File: src/rtl/dsort_pkg.sv
// ----------------------------------------------------------------------------
// dsort_pkg: shared types and constants for the date sorter
// Word formats, sort key, controller state, and the command/status bundles
// between the controller and the datapath.
// ----------------------------------------------------------------------------
package dsort_pkg;

    localparam int CAPACITY_DEF = 16;
    localparam int KEY_W        = 23;

    typedef logic [KEY_W-1:0] key_t;   // {year, month, day}

    typedef struct packed {
        logic [4:0]  day;
        logic [3:0]  month;
        logic [13:0] year;
        logic        last_item;
    } date_in_t;

    typedef struct packed {
        logic [4:0]  out_day;
        logic [3:0]  out_month;
        logic [13:0] out_year;
        logic        run_end;
        logic        overflow;
    } date_out_t;

    typedef enum logic {
        ST_LOAD  = 1'b0,
        ST_DRAIN = 1'b1
    } state_t;

    typedef struct packed {
        logic insert;   // place the input date into the sorted chain
        logic pop;      // emit the head of the chain and shift down
    } cmd_t;

    typedef struct packed {
        logic last_one; // exactly one date left in the chain
    } stat_t;

endpackage

File: src/rtl/dsort_ctrl.sv
// ----------------------------------------------------------------------------
// dsort_ctrl: sequencing for the date sorter
// Loads dates while idle, then drains the sorted chain after the last one.
// ----------------------------------------------------------------------------
module dsort_ctrl (
    input  logic              clk,
    input  logic              rst_n,
    input  logic              start,
    input  logic              last_item,
    input  dsort_pkg::stat_t  stat,
    output dsort_pkg::cmd_t   cmd,
    output logic              busy
);

    dsort_pkg::state_t state_reg, state_next;

    always_ff @(posedge clk or negedge rst_n)
    begin
        if (!rst_n)
        begin
            state_reg <= dsort_pkg::ST_LOAD;
        end
        else
        begin
            state_reg <= state_next;
        end
    end

    always_comb
    begin
        state_next = state_reg;
        cmd        = '0;
        busy       = 1'b0;
        case (state_reg)
            dsort_pkg::ST_LOAD:
            begin
                cmd.insert = start;
                if (start && last_item)
                begin
                    state_next = dsort_pkg::ST_DRAIN;
                end
            end
            dsort_pkg::ST_DRAIN:
            begin
                busy    = 1'b1;
                cmd.pop = 1'b1;
                if (stat.last_one)
                begin
                    state_next = dsort_pkg::ST_LOAD;
                end
            end
            default:
            begin
                state_next = dsort_pkg::ST_LOAD;
            end
        endcase
    end

endmodule

File: src/rtl/dsort_dp.sv
// ----------------------------------------------------------------------------
// dsort_dp: insertion chain and output register for the date sorter
// Each cell compares its key with the incoming one; larger keys shift up one
// place so the new date lands after all keys less than or equal to it.
// ----------------------------------------------------------------------------
module dsort_dp #(
    parameter int CAPACITY = dsort_pkg::CAPACITY_DEF
) (
    input  logic                 clk,
    input  logic                 rst_n,
    input  dsort_pkg::cmd_t      cmd,
    input  dsort_pkg::date_in_t  item,
    output dsort_pkg::stat_t     stat,
    output dsort_pkg::date_out_t result,
    output logic                 strobe
);

    localparam int CW = $clog2(CAPACITY + 1);

    dsort_pkg::key_t      entry_reg  [CAPACITY];
    dsort_pkg::key_t      entry_next [CAPACITY];
    logic [CAPACITY-1:0]  gt;
    logic [CW-1:0]        count_reg, count_next;
    logic                 dropped_reg, dropped_next;
    dsort_pkg::date_out_t result_reg, result_next;
    logic                 strobe_reg;
    dsort_pkg::key_t      key;
    logic                 full;
    logic                 do_ins;

    assign key    = {item.year, item.month, item.day};
    assign full   = (count_reg == CW'(CAPACITY));
    assign do_ins = cmd.insert && !full;

    genvar i;
    generate
        for (i = 0; i < CAPACITY; i++)
        begin : g_cell
            logic take;
            assign gt[i] = (CW'(i) < count_reg) && (entry_reg[i] > key);
            assign take  = gt[i] || (CW'(i) == count_reg);

            always_comb
            begin
                entry_next[i] = entry_reg[i];
                if (cmd.pop)
                begin
                    if (i < CAPACITY - 1)
                    begin
                        entry_next[i] = entry_reg[(i + 1) % CAPACITY];
                    end
                end
                else if (do_ins && take)
                begin
                    if (i > 0 && gt[(i + CAPACITY - 1) % CAPACITY])
                    begin
                        entry_next[i] = entry_reg[(i + CAPACITY - 1) % CAPACITY];
                    end
                    else
                    begin
                        entry_next[i] = key;
                    end
                end
            end

            always_ff @(posedge clk)
            begin
                entry_reg[i] <= entry_next[i];
            end
        end
    endgenerate

    always_comb
    begin
        count_next   = count_reg;
        dropped_next = dropped_reg;
        result_next  = result_reg;
        if (cmd.pop)
        begin
            count_next            = count_reg - CW'(1);
            result_next.out_day   = entry_reg[0][4:0];
            result_next.out_month = entry_reg[0][8:5];
            result_next.out_year  = entry_reg[0][22:9];
            result_next.run_end   = (count_reg == CW'(1));
            result_next.overflow  = dropped_reg;
            if (count_reg == CW'(1))
            begin
                dropped_next = 1'b0;
            end
        end
        else if (cmd.insert)
        begin
            if (full)
            begin
                dropped_next = 1'b1;
            end
            else
            begin
                count_next = count_reg + CW'(1);
            end
        end
    end

    always_ff @(posedge clk or negedge rst_n)
    begin
        if (!rst_n)
        begin
            count_reg   <= '0;
            dropped_reg <= 1'b0;
            strobe_reg  <= 1'b0;
        end
        else
        begin
            count_reg   <= count_next;
            dropped_reg <= dropped_next;
            strobe_reg  <= cmd.pop;
        end
    end

    always_ff @(posedge clk)
    begin
        result_reg <= result_next;
    end

    assign stat.last_one = (count_reg == CW'(1));
    assign result        = result_reg;
    assign strobe        = strobe_reg;

endmodule

File: src/rtl/date_sorter_top.sv
// ----------------------------------------------------------------------------
// date_sorter_top: chronological sorter for a set of calendar dates
// Collects up to CAPACITY dates and emits them oldest first on the last one.
//
//   channel  | ports               | handshake
//   ---------+---------------------+------------------------------------------
//   input    | item (date_in_t)    | word taken at edge with start & !busy
//   output   | result (date_out_t) | word valid for one cycle while strobe=1
//
// The insertion chain places each date as it is taken, by a parallel compare
// in every cell. After the last date the chain drains one word per cycle: a
// set of n stored dates gives n results, busy high starting the cycle after
// the last date is taken and until the last stored date is popped. The
// final result shows in the first cycle with busy low, from the output
// register, while a new date can already be taken. Reset clears the fill
// count, the overflow mark, the strobe and the controller; the stored keys
// need no reset. The receiver cannot stall the output.
// ----------------------------------------------------------------------------
module date_sorter_top #(
    parameter int CAPACITY = dsort_pkg::CAPACITY_DEF
) (
    input  logic                 clk,
    input  logic                 rst_n,
    input  logic                 start,
    output logic                 busy,
    input  dsort_pkg::date_in_t  item,
    output dsort_pkg::date_out_t result,
    output logic                 strobe
);

    dsort_pkg::cmd_t  cmd;
    dsort_pkg::stat_t stat;

    // Controller: load phase while idle, drain phase after the last date.
    dsort_ctrl u_ctrl (
        .clk       (clk),
        .rst_n     (rst_n),
        .start     (start),
        .last_item (item.last_item),
        .stat      (stat),
        .cmd       (cmd),
        .busy      (busy)
    );

    // Datapath: sorted chain of keys plus the registered output word.
    dsort_dp #(
        .CAPACITY (CAPACITY)
    ) u_dp (
        .clk    (clk),
        .rst_n  (rst_n),
        .cmd    (cmd),
        .item   (item),
        .stat   (stat),
        .result (result),
        .strobe (strobe)
    );

endmodule
File: config.mk
export PLATFORM = sky130hd
export DESIGN_NAME = date_sorter_top
export DESIGN_NICKNAME = d
export VERILOG_FILES = /design/src/rtl/dsort_pkg.sv /design/src/rtl/dsort_ctrl.sv /design/src/rtl/dsort_dp.sv /design/src/rtl/date_sorter_top.sv
export SDC_FILE = /design/constraint.sdc
export NUM_CORES = 1
export LEC_CHECK = 0
export ABC_AREA = 1
export BUFFER_PORTS_ARGS = -buffer_cell sky130_fd_sc_hd__buf_2
export CAP_MARGIN = 5
export CORE_MARGIN = 2
export CORE_UTILIZATION = 44
export DETAILED_ROUTE_END_ITERATION = 12
export GPL_TIMING_DRIVEN = 0
export SETUP_SLACK_MARGIN = 0.2
export SYNTH_ARGS = -nofsm -noshare
export SYNTH_HDL_FRONTEND = slang
export SYNTH_SLANG_ARGS = --single-unit
File: constraint.sdc
create_clock -name clk -period 2.95 [get_ports clk]
set_input_delay 0.59 -clock clk [delete_from_list [all_inputs] [get_ports clk]]
set_output_delay 0.59 -clock clk [all_outputs]
set_load 0.005 [all_outputs]
# After elaboration in Yosys (flattened, before gate mapping)
# Memory sizes are Yosys's and may differ from the RTL's.
# Index checks and enable logic that the tools add are counted.
# W data, S select, Z words.
dict set report word_totals {
  ram_bits 368
  elab_cells 179
  regBits 33
  memories 1
}
dict set report classes {
  order_cmp 32
  muxes 59
  n_bitwise 1
  n_reduce_logical 56
  eq_ne 19
  n_addsub 2
}
# name depth width read_ports rd_ports_with_merged_regs wr line
set memory_table {}
lappend memory_table {u_dp.entry_reg 16 23 16 0 16 dsort_dp.sv:20} ;# dsort_pkg::key_t entry_reg [CAPACITY];
# cell count
set ops {}
lappend ops {{$mux W23} 47}
lappend ops {{$gt A23 B23 Y1} 16}
lappend ops {{$eq A4 B5 Y1 const A} 8}
lappend ops {{$lt A4 B5 Y1 const A} 8}
lappend ops {{$logic_and A1 B1 Y1} 34}
lappend ops {{$eq A3 B5 Y1 const A} 4}
lappend ops {{$lt A3 B5 Y1 const A} 4}
lappend ops {{$logic_or A1 B1 Y1} 16}
lappend ops {{$mux W5} 3}
lappend ops {{$eq A2 B5 Y1 const A} 2}
lappend ops {{$lt A1 B5 Y1 const A} 2}
lappend ops {{$lt A2 B5 Y1 const A} 2}
lappend ops {{$mux W1} 8}
lappend ops {{$add A5 B1 Y5 const B} 1}
lappend ops {{$eq A1 B5 Y1 const A} 1}
lappend ops {{$eq A5 B1 Y1 const B} 1}
lappend ops {{$eq A5 B5 Y1 const B} 1}
lappend ops {{$logic_not A5 Y1} 1}
lappend ops {{$sub A5 B1 Y5 const B} 1}
lappend ops {{$reduce_bool A2 Y1} 2}
lappend ops {{$reduce_and A3 Y1} 1}
lappend ops {{$ne A2 B1 Y1 const B} 1}
lappend ops {{$ne A2 B2 Y1 const B} 1}
lappend ops {{$pmux W1 S2} 1}
lappend ops {{3 further kinds} 3}

# Logic depth before layout (Yosys ltp)
# Gate-level depths: netlist of run 1.
dict set report logic_depth {
  depth_word 6
  depth_mapped 16
  ltp_nobuf 14
}

# Hierarchy
# From an unflattened synthesis of run 1, not the netlist that was laid out.
dict set report unflattened {
  cells_unflattened 4274
  area_unflattened_um2 31292.5
}
# mod seq_area_each_um2 cells_per_inst area_per_inst_um2 instances
set modules_own_cells {}
lappend modules_own_cells {dsort_dp 11976.5 4265 31232.5 1}
lappend modules_own_cells {dsort_ctrl 25.0 9 60.1 1}

# Least setup slack after synthesis of run 1
# OpenSTA, ideal clock, no wires.
dict set report synth_path {
  path_kind {input port to flip-flop}
  startpoint {in item[14] (netlist bit)}
  endpoint {mem u_dp.entry_reg[0][0] (netlist bit), enable pin}
  arrival_ns 3.736
  cell_stages 12
  required_ns 2.533
  path_slack_ns -1.203
  cell_sequence {inv_1 clkbuf_1 ha_1 nand2_1 nor2_1 nand2_1 nor2_1 nand2_1 nand3_1 nand2_2 buf_2 a31oi_1}
}
# item line
set synth_rtl {}
lappend synth_rtl {{start, declared} date_sorter_top.sv:26} ;# input dsort_pkg::date_in_t item,
lappend synth_rtl {{end, declared} dsort_dp.sv:20}

==> results of run 1 <==
-- worst max-delay path: stages (launching register included) --
cell and delay [ns]:
sky130_fd_sc_hd__dfrtp_4 0.72, sky130_fd_sc_hd__clkbuf_2 0.36, sky130_fd_sc_hd__clkbuf_1 0.50, sky130_fd_sc_hd__a31oi_1 0.31
sky130_fd_sc_hd__a21oi_4 0.26, sky130_fd_sc_hd__buf_4 0.18
-- report_power, final --
part / internal (mW) / switching [mW] / leakage, nW
combinational: 8.56 / 16.4 / 13.6
sequential: 11.4 / 3.25 / 4.06
clock: 3.39 / 2.68 / 0.769
total: 23.3 / 22.4 / 18.4
-- repair_timing --
item,in CTS,in global routing
cloned,16,0
hold endpoints to repair,8,0
hold buffers,1,0
pin swaps,18,4
endpoints found under the setup margin,722,459
buffers inserted,66,9
gates resized for setup,69,47
-- kinds of logic (layout without fill, tap and decap cells) --
kind of cell / after synthesis / count (layout) / share of synthesized area [%]
fa+ha+maj: 373 / 373 / 14.9
flops: 401 / 401 / 38.4
xor+xnor: 4 / 4 / 0.112
compound gates: 221 / 237 / 3.85
buf+inv: 727 / 950 / 9.18
simple gates: 2510 / 2510 / 33.5
-- area by class of cell --
class | instances | share of cell area (%)
multi-input cells | 3124 | 47.0
flip-flops and latches | 401 | 33.2
clock buffers | 62 | 3.58
clock inverters | 32 | 0.751
repair buffers | 129 | 3.09
plain buffers | 194 | 3.31
well taps | 940 | 3.25
inverters | 533 | 5.79
-- worst paths after layout --
path	end	slack, ns
max reg2reg	u_dp.entry_reg[1][113]	0.31
max	u_dp.entry_reg[1][113]	0.31
min in group asynchronous	u_dp.strobe	0.38
min	u_ctrl.state_reg	0.24
max in group asynchronous	u_ctrl.state_reg	2.32
min reg2reg	u_dp.result[0]	0.44
-- metrics by stage --
step	worst slack (ns)	instance area, um^2
after floorplan	0.0550	31700
after global placement	-1.45	33100
after detailed placement	-1.51	33100
after CTS	0.202	35900
after global routing	0.193	36200
final	0.307	36200
-- metal layers --
metal / wire [um] / global-route usage, % / vias up
met4: 4450 / 11.0 / 2
met3: 11300 / 5.83 / 233
li1: - / - / 14300
met5: 20 / 0 / -
met2: 49700 / 47.6 / 1362
met1: 50600 / 44.1 / 14000
-- cell usage in the layout (no fill, tap or decap), drive strengths merged, types with 10 or more instances in the layout --
cell type,n
clkinvlp,24
a31oi,14
buf,231
ha,373
nand4,12
inv,510
clkinv,28
a21oi,156
nand2,1609
nand3,707
edfxtp,393
nand3b,15
nor3,10
o21ai,44
nor2,156
a21o,14
clkbuf,153
==> results, run 1 <==
- The count of endpoints failing setup in the final report is 0.
- The count of yosys warnings during synthesis is 0.
- IR analysis of the VDD net gives a maximum drop of between 500 and 600 uV.
- The number of max-cap violations is 0.
- The synthesized design contains about 400 register bits.
- The worst-case reg-to-reg path depth is 5.
- The cell area after synthesis is 0.0313 mm^2.
- The number of buffers on the longest clock path is 3.
- The die is 271 um tall.
- Ranked by total cell area, the synthesized netlist is headed by sky130_fd_sc_hd__edfxtp_1, sky130_fd_sc_hd__nand2_1, sky130_fd_sc_hd__ha_1, sky130_fd_sc_hd__nand3_1, sky130_fd_sc_hd__inv_1.
- The endpoint kind of the worst setup timing path is a flop.
- Counting flops with a built-in enable in the synthesized netlist gives 393.
- The total of buffers placed on input and output ports is 53.
- After clock tree synthesis, the clock-pin slew on the worst setup and hold paths is about 0.060 ns.
- Measured against its own limit, the worst slew margin works out to between 10% and 20%.
- The worst register-to-register path begins at u_ctrl.state_reg.
- The clock latency reported for the late side of the worst-skew pair is around 0.64 ns.
- Counting every instance in the synthesized netlist gives approximately 4200.
- The endpoint required time on the critical path is 3.29 ns.
- Counting flops with an async set or reset pin after synthesis yields a share of 2.00%.
- For this configuration, the core starts out at a cell density of 44.6%.
- The die width is 271 um.
- Counting instances in the post-synthesis netlist gives the leading cell types as sky130_fd_sc_hd__nand2_1, sky130_fd_sc_hd__nand3_1, sky130_fd_sc_hd__inv_1.
- The source of the critical timing path is u_ctrl.state_reg.
- At the end of the flow the core is filled with cells to between 50% and 60%.
- The total track usage is 31.2%.
- The number of max-slew violations in the final report was 0.
- Pin placement for this block handled 54 I/O pins.
- Of the synthesized area, sequential elements account for 38.4%.
- The power density relative to cell area is 1260 mW/mm^2.
- The area of the core is 0.0701 mm^2.
- The minimum clock period after layout is 2.64 ns.
- The net count after synthesis is 4636.
- The initial antenna violation count came to 1.
- Buffers inserted during clock tree synthesis total 50.
- The maximum number of pins on one net before global-route repair is 33.
- Hold is met by 0.240 ns.
- After the first detailed-routing iteration, the DRC count stood at 3320.
- The H-tree generated during clock tree synthesis spans 2 levels.
- Summed over all layers, the routed wires come to 116000 um.
- The number of library cell types mapped by synthesis is 36.
- The first-pass detailed-route iteration total is 6.
- Across all layers, the routed design uses between 20000 and 30000 vias.
- The most numerous cell in the Yosys netlist is sky130_fd_sc_hd__nand2_1.
- The cell type with the largest total area after synthesis is sky130_fd_sc_hd__edfxtp_1.
- At the end of routability-driven placement, the weighted congestion stood at around 0.92.
- The root buffer cell chosen for the clock tree is sky130_fd_sc_hd__clkbuf_16.
- The clock arrives with 0.0388 ns of skew.
- The number of global-route vias before repair is approximately 28000.
- At the pin with the least slew margin, the transition time is 1.21 ns.
- The most used flip-flop cell after synthesis is sky130_fd_sc_hd__edfxtp_1.
- The top cell type by area accounts for 37.8% of the synthesized area.
- The per-instance average area after synthesis is about 7.4 um^2.
- The die covers roughly 0.073 mm^2.
- The remaining antenna violation count is 0.
- The total power is 45.7 mW.
- The cell count of the worst hold path is 3.
- The register with the most flip-flops in the layout has 368 of them.
- TritonCTS built the clock tree.
- The total negative slack is 0 ns.
- The startpoint identified for the worst hold timing path is item[0].
- The maximum fanout count along the critical path is 32.
- The HPWL after detailed placement is 82200 um.
- The post-route netlist has under 10% of its cells at a drive strength greater than 1.
- The flow ran to the end, and the final reports show no timing, DRC or antenna violations.
- The hold violation total from the final report came to 0.
- The register area is 0.0120 mm^2.
- In the routed layout, each cell is associated on average with a via count of about 5.5.
- The multi-input combinational cells in the finished layout cover a total of between 0.015 and 0.02 mm^2.
- The total overflow left after global routing is 0.
- The global-route wire length before repair is 172000 um.
- The total placed cells including tap cells is ~5200.
- The placement row count is 97.
- Setup repair after global routing left no endpoint under its margin.
- The area added between synthesis and finish is 15.7%.
- The number of sinks on the clock net is 401.
- The post-route non-filler standard cell count is 5415.
- The type of the setup path with the least slack is flop to flop.
- In the routed design, unresolved DRC markers number 0.
- After filler insertion, the fill cell instance count of the layout stands at 6990.
- The startpoint kind of the worst setup timing path is a flop.
- The peak clock frequency supported by timing is roughly 380 MHz.
- Dividing the final minimum period by the clock period gives between 80% and 90%.
- The net count of the finished layout is between 4000 and 5000.
- The analysis attributes to cell leakage a power of around 18 nW.
- In the final routed layout, each cell accounts on average for 21.4 um.
- In this run the worst hold path is classified as input port to flop.
- The data arrival time of the critical path is 2.98 ns.
- The repair_antennas step left the layout with diodes totalling 0.
Power figures use the tool's default switching activity.
==> run 2: changes to the inputs <==
Settings changed: SYNTH_HIERARCHICAL set to 1.
Clock period 2.95 ns to 2.53 ns, I/O delays scaled along.
==> results, run 2 <==
- The static leakage is 19.8 nW (was 18.4 nW).
- The number of top-level design ports was 54 (unchanged).
- Static timing analysis puts the maximum clock frequency at 385 MHz.
- The area added between synthesis and finish was 25.1% (was 15.7%).
- The H-tree depth is 2 (unchanged).
- Unrepaired setup endpoints after global routing: true (was false).
- The routed wire length per instance is 22.4 um (was 21.4 um).
- The maximum number of pins on one net before global-route repair was 28 (was 33).
- Of the available clock period, the critical path in the final layout requires 103%.
- The ratio of routed vias to standard cells is 5.54 (was 5.51).
- The relative contribution of the clock network to total power is 12.1% (was 13.3%).
- The total of buffers placed on input and output ports came to 53 (unchanged).
- The switching component of the power is 28.4 mW (was 22.4 mW).
- The total placed cells including tap cells is 5267 (was 5229).
- The count of endpoints failing setup in the final report is 3 (was 0).
- The die width was 271 um (about the same).
- The minimum hold slack is 0.126 ns (was 0.240 ns).
- The post-route non-filler standard cell count is 5602 (was 5415).
- The clock root buffer is sky130_fd_sc_hd__clkbuf_16 (unchanged).
- The height of the die was 271 um (about the same).
- The net count after synthesis is 4674 (was 4636).
- Leading post-synthesis cells by instance count: sky130_fd_sc_hd__nand2_1, sky130_fd_sc_hd__nand3_1, sky130_fd_sc_hd__inv_1 (unchanged).
- The number of library cell types mapped by synthesis is 36 (unchanged).
- The endpoint required time on the critical path is 2.89 ns (was 3.29 ns).
- The leftover overflow at the end of global routing is 0 (unchanged).
- The number of global-route vias before repair is 28300 (was 27900).
- The flip-flop count of the largest register after layout is 368 (unchanged).
- The share of final-layout standard cells stronger than drive strength 1 came to 15.4% (was 9.77%).
- The share of synthesized registers carrying an async set or reset was 2.00% (unchanged).
- The number of cells produced by synthesis is 4274 (was 4236).
- The remaining antenna violation count is 0 (unchanged).
- The count of yosys warnings during synthesis is 6 (was 0).
- The first-pass detailed-route iteration total is 6 (unchanged).
- The startpoint kind of the worst setup timing path is an input port (was flop).
- The proportion of netlist area held by the largest area contributor was 37.7% (was 37.8%).
- Top library cells by usage in the layout, fill and taps aside: sky130_fd_sc_hd__nand2_1, sky130_fd_sc_hd__nand3_1, sky130_fd_sc_hd__inv_1 (unchanged).
- The setup clock skew after layout is 0.0294 ns (was 0.0388 ns).
- The wire length reported by the detailed router is 125000 um (was 116000 um).
- The number of CTS-inserted buffers is 50 (unchanged).
- The part of the power in registers came to 28.5% (was 32.0%).
- The HPWL after detailed placement is 80400 um (was 82200 um).
- The area of the core is 0.0703 mm^2 (was 0.0701 mm^2).
- The count of vias placed by the detailed router is 31000 (was 29900).
- The number of synthesized register bits was 401 (unchanged).
- The share of total power consumed by net switching is 48.2% (was 49.0%).
- The cell area after synthesis is 0.0313 mm^2 (about the same).
- Cell types with the largest area share after synthesis: sky130_fd_sc_hd__edfxtp_1, sky130_fd_sc_hd__nand2_1, sky130_fd_sc_hd__ha_1, sky130_fd_sc_hd__nand3_1, sky130_fd_sc_hd__inv_1 (unchanged).
- The most numerous cell in the Yosys netlist is sky130_fd_sc_hd__nand2_1 (unchanged).
- The cell area after layout came to 0.0392 mm^2 (was 0.0362 mm^2).
- The internal power came to 30.6 mW (was 23.3 mW).
- The number of flops mapped to enable cells by yosys was 393 (unchanged).
- The placement row count is 97 (unchanged).
- The number of DRC violations after detailed-routing iteration 0 was 3731 (was 3320).
- The endpoint kind of the worst setup timing path is a flop (unchanged).
- The number of max-cap violations was 1 (was 0).
- The data arrival time of the critical path is 2.96 ns (was 2.98 ns).
- The total track usage is 31.7% (was 31.2%).
- The hold violation total from the final report is 0 (unchanged).
- The commonest non-fill, non-tap cell in the layout is sky130_fd_sc_hd__nand2_1 (unchanged).
- The clock latency reported for the late side of the worst-skew pair is 0.63 ns (was 0.64 ns).
- The post-CTS clock slew at the launch and capture registers of the worst setup and hold paths came to 0.06 ns (about the same).
- The global-route wire length before repair is 175000 um (was 172000 um).
- The instance area at placement is 0.0338 mm^2 (was 0.0331 mm^2).
- The worst path in the final design needs a cycle of roughly 2.6 ns, including I/O delays and setup.
- Run status: finished, violations left (was finished clean).
- The main flop type after synthesis was sky130_fd_sc_hd__edfxtp_1 (unchanged).
- The part of the Yosys area used for sequential elements came to 38.4% (about the same).
- The per-instance average area after synthesis came to 7.32 um^2 (was 7.38 um^2).
- The pin slew with the least headroom to its limit is 1.53 ns (was 1.21 ns).
- The number of buffers on the longest clock path came to 3 (unchanged).
- The maximum fanout count along the critical path is 18 (was 32).
- The initial antenna violation count is 0 (was 1).
- The number of max-slew violations in the final report was 11 (was 0).
- The layout filler cell count is 6685 (was 6990).
- The worst voltage drop across the vdd grid was 712 uV (was 502 uV).
- The remaining max-slew budget at the tightest pin is -1.88% (was 19.3%).
- The register area was 0.0120 mm^2 (about the same).
- The residual DRC count was 0 (unchanged).
- The number of sinks on the clock net is 401 (unchanged).
- The TritonCTS clock tree was yes (unchanged).
- The worst setup slack after layout is -0.0667 ns (was 0.307 ns).
- The part of the power in combinational logic came to 59.4% (was 54.7%).
- The setup slack after placement is -1.37 ns (was -1.51 ns).
- The path class of the lowest-slack min-delay path is input port to flop (unchanged).
- The total area of multi-input combinational cells is 0.0180 mm^2 (was 0.0170 mm^2).
- The weighted congestion at the end of routability-driven global placement is 0.927 (was 0.918).
- The final standard cell utilization of the core is 55.7% (was 51.6%).
- The final layout net count is 5020 (was 4833).
- The starting density of the core is 44.5% (was 44.6%).
- The power density relative to cell area is 1510 mW/mm^2 (was 1260 mW/mm^2).
- The cell type with the largest total area after synthesis is sky130_fd_sc_hd__edfxtp_1 (unchanged).
- The area enclosed by the die boundary is 0.0733 mm^2 (was 0.0732 mm^2).
- The type of the setup path with the least slack was input port to flop (was flop to flop).
- The checks that failed: capacitance limit, slew limit, setup timing.
==> run 2: cell count changes in the layout (fill, tap and decap cells not counted), sizes merged, moves of 2 or more <==
cell    previous run  this run
buf              231       338
clkbuf           153       198
nand2           1609      1653
inv              510       526
nand3b            15         6
nor3              10         1
o21ai             44        37
a31oi             14         9
clkinv            28        24
nor2             156       160
a21boi             1         4
nand3            707       704
diode              0         2
==> run 2: worst paths after layout <==
path | slack, ns | cells past startpoint | endpoint | from
worst max-delay path | -0.07 | 6 | u_dp/entry_reg[0][161] | item[19]
worst min-delay path | 0.13 | 3 | u_ctrl/state_reg | item[0]
worst max register to register | 0.08 | 8 | u_dp/entry_reg[0][136] | u_dp/count_reg[2]
worst min register to register | 0.48 | 0 | u_dp/result[0] | u_dp/dropped_reg
max in group asynchronous | 1.99 | 2 | u_dp/count_reg[1] | rst_n
min in group asynchronous | 0.28 | 2 | u_dp/strobe | rst_n
==> run 2: cell type report <==
| class | instances | share of cell area (%) |
|---|---|---|
| Inverter | 548 | 5.48 |
| Clock inverter | 29 | 0.636 |
| Sequential cell | 401 | 30.7 |
| Buffer | 197 | 4.17 |
| Clock buffer | 63 | 3.32 |
| Multi-Input combinational cell | 3144 | 46.0 |
| Timing Repair Buffer | 278 | 6.75 |
| Tap cell | 940 | 3.00 |
| Antenna cell | 2 | 0.0128 |
==> run 2: cells by family after synthesis <==
family	Yosys count	share of synthesized area (%)
DFF	401	38.4
adders and majority gates	373	14.9
xor gates and xnor gates	4	0.112
and+or+nand+nor	2537	33.6
buffers and inverters	745	9.24
AOI/OAI and AO/OA	214	3.83
==> run 2: repair_timing <==
action / CTS / global route
cloned: 25 / 12
gates resized for setup: 131 / 219
pin swaps: 26 / 49
setup endpoints to repair: 736 / 701
setup buffers: 107 / 96
hold endpoints to repair: 8 / 0
hold buffers: 1 / 0
==> run 2: worst max-delay path, cell delays in order <==
cell and delay, ns:
sky130_fd_sc_hd__buf_2 0.36, sky130_fd_sc_hd__inv_1 0.49, sky130_fd_sc_hd__buf_1 1.16, sky130_fd_sc_hd__nand2_1 0.12, sky130_fd_sc_hd__nand3_1 0.20, sky130_fd_sc_hd__nand2_1 0.07
==> run 2: power by group through the flow <==
stage	registers, mW	logic, mW	clock network, mW
after floorplan	15.4	19.7	0
after global placement	17.1	26.4	0
after detailed placement	17.1	27.0	0
after CTS	16.8	31.1	7.21
after global routing	17.1	38.5	7.47
final	16.8	35.0	7.14
==> run 2: per-stage QoR <==
step	power (mW)	TNS, ns
after global placement	43.6	-698.60
after floorplan	35.0	-65.40
after CTS	55.2	0
final	59.0	-0.107
after global routing	63.0	-0.461
after detailed placement	44.1	-705.12
==> run 2: routing by layer <==
| layer | track usage (%) | vias to the layer above | part of all wire (%) |
|---|---|---|---|
| met1 | 42.9 | 14700 | 40 |
| met2 | 51.6 | 1410 | 45 |
| li1 | - | 14700 | - |
| met4 | 10.7 | 0 | 5.0 |
| met5 | 0 | - | 0 |
| met3 | 5.25 | 289 | 10 |
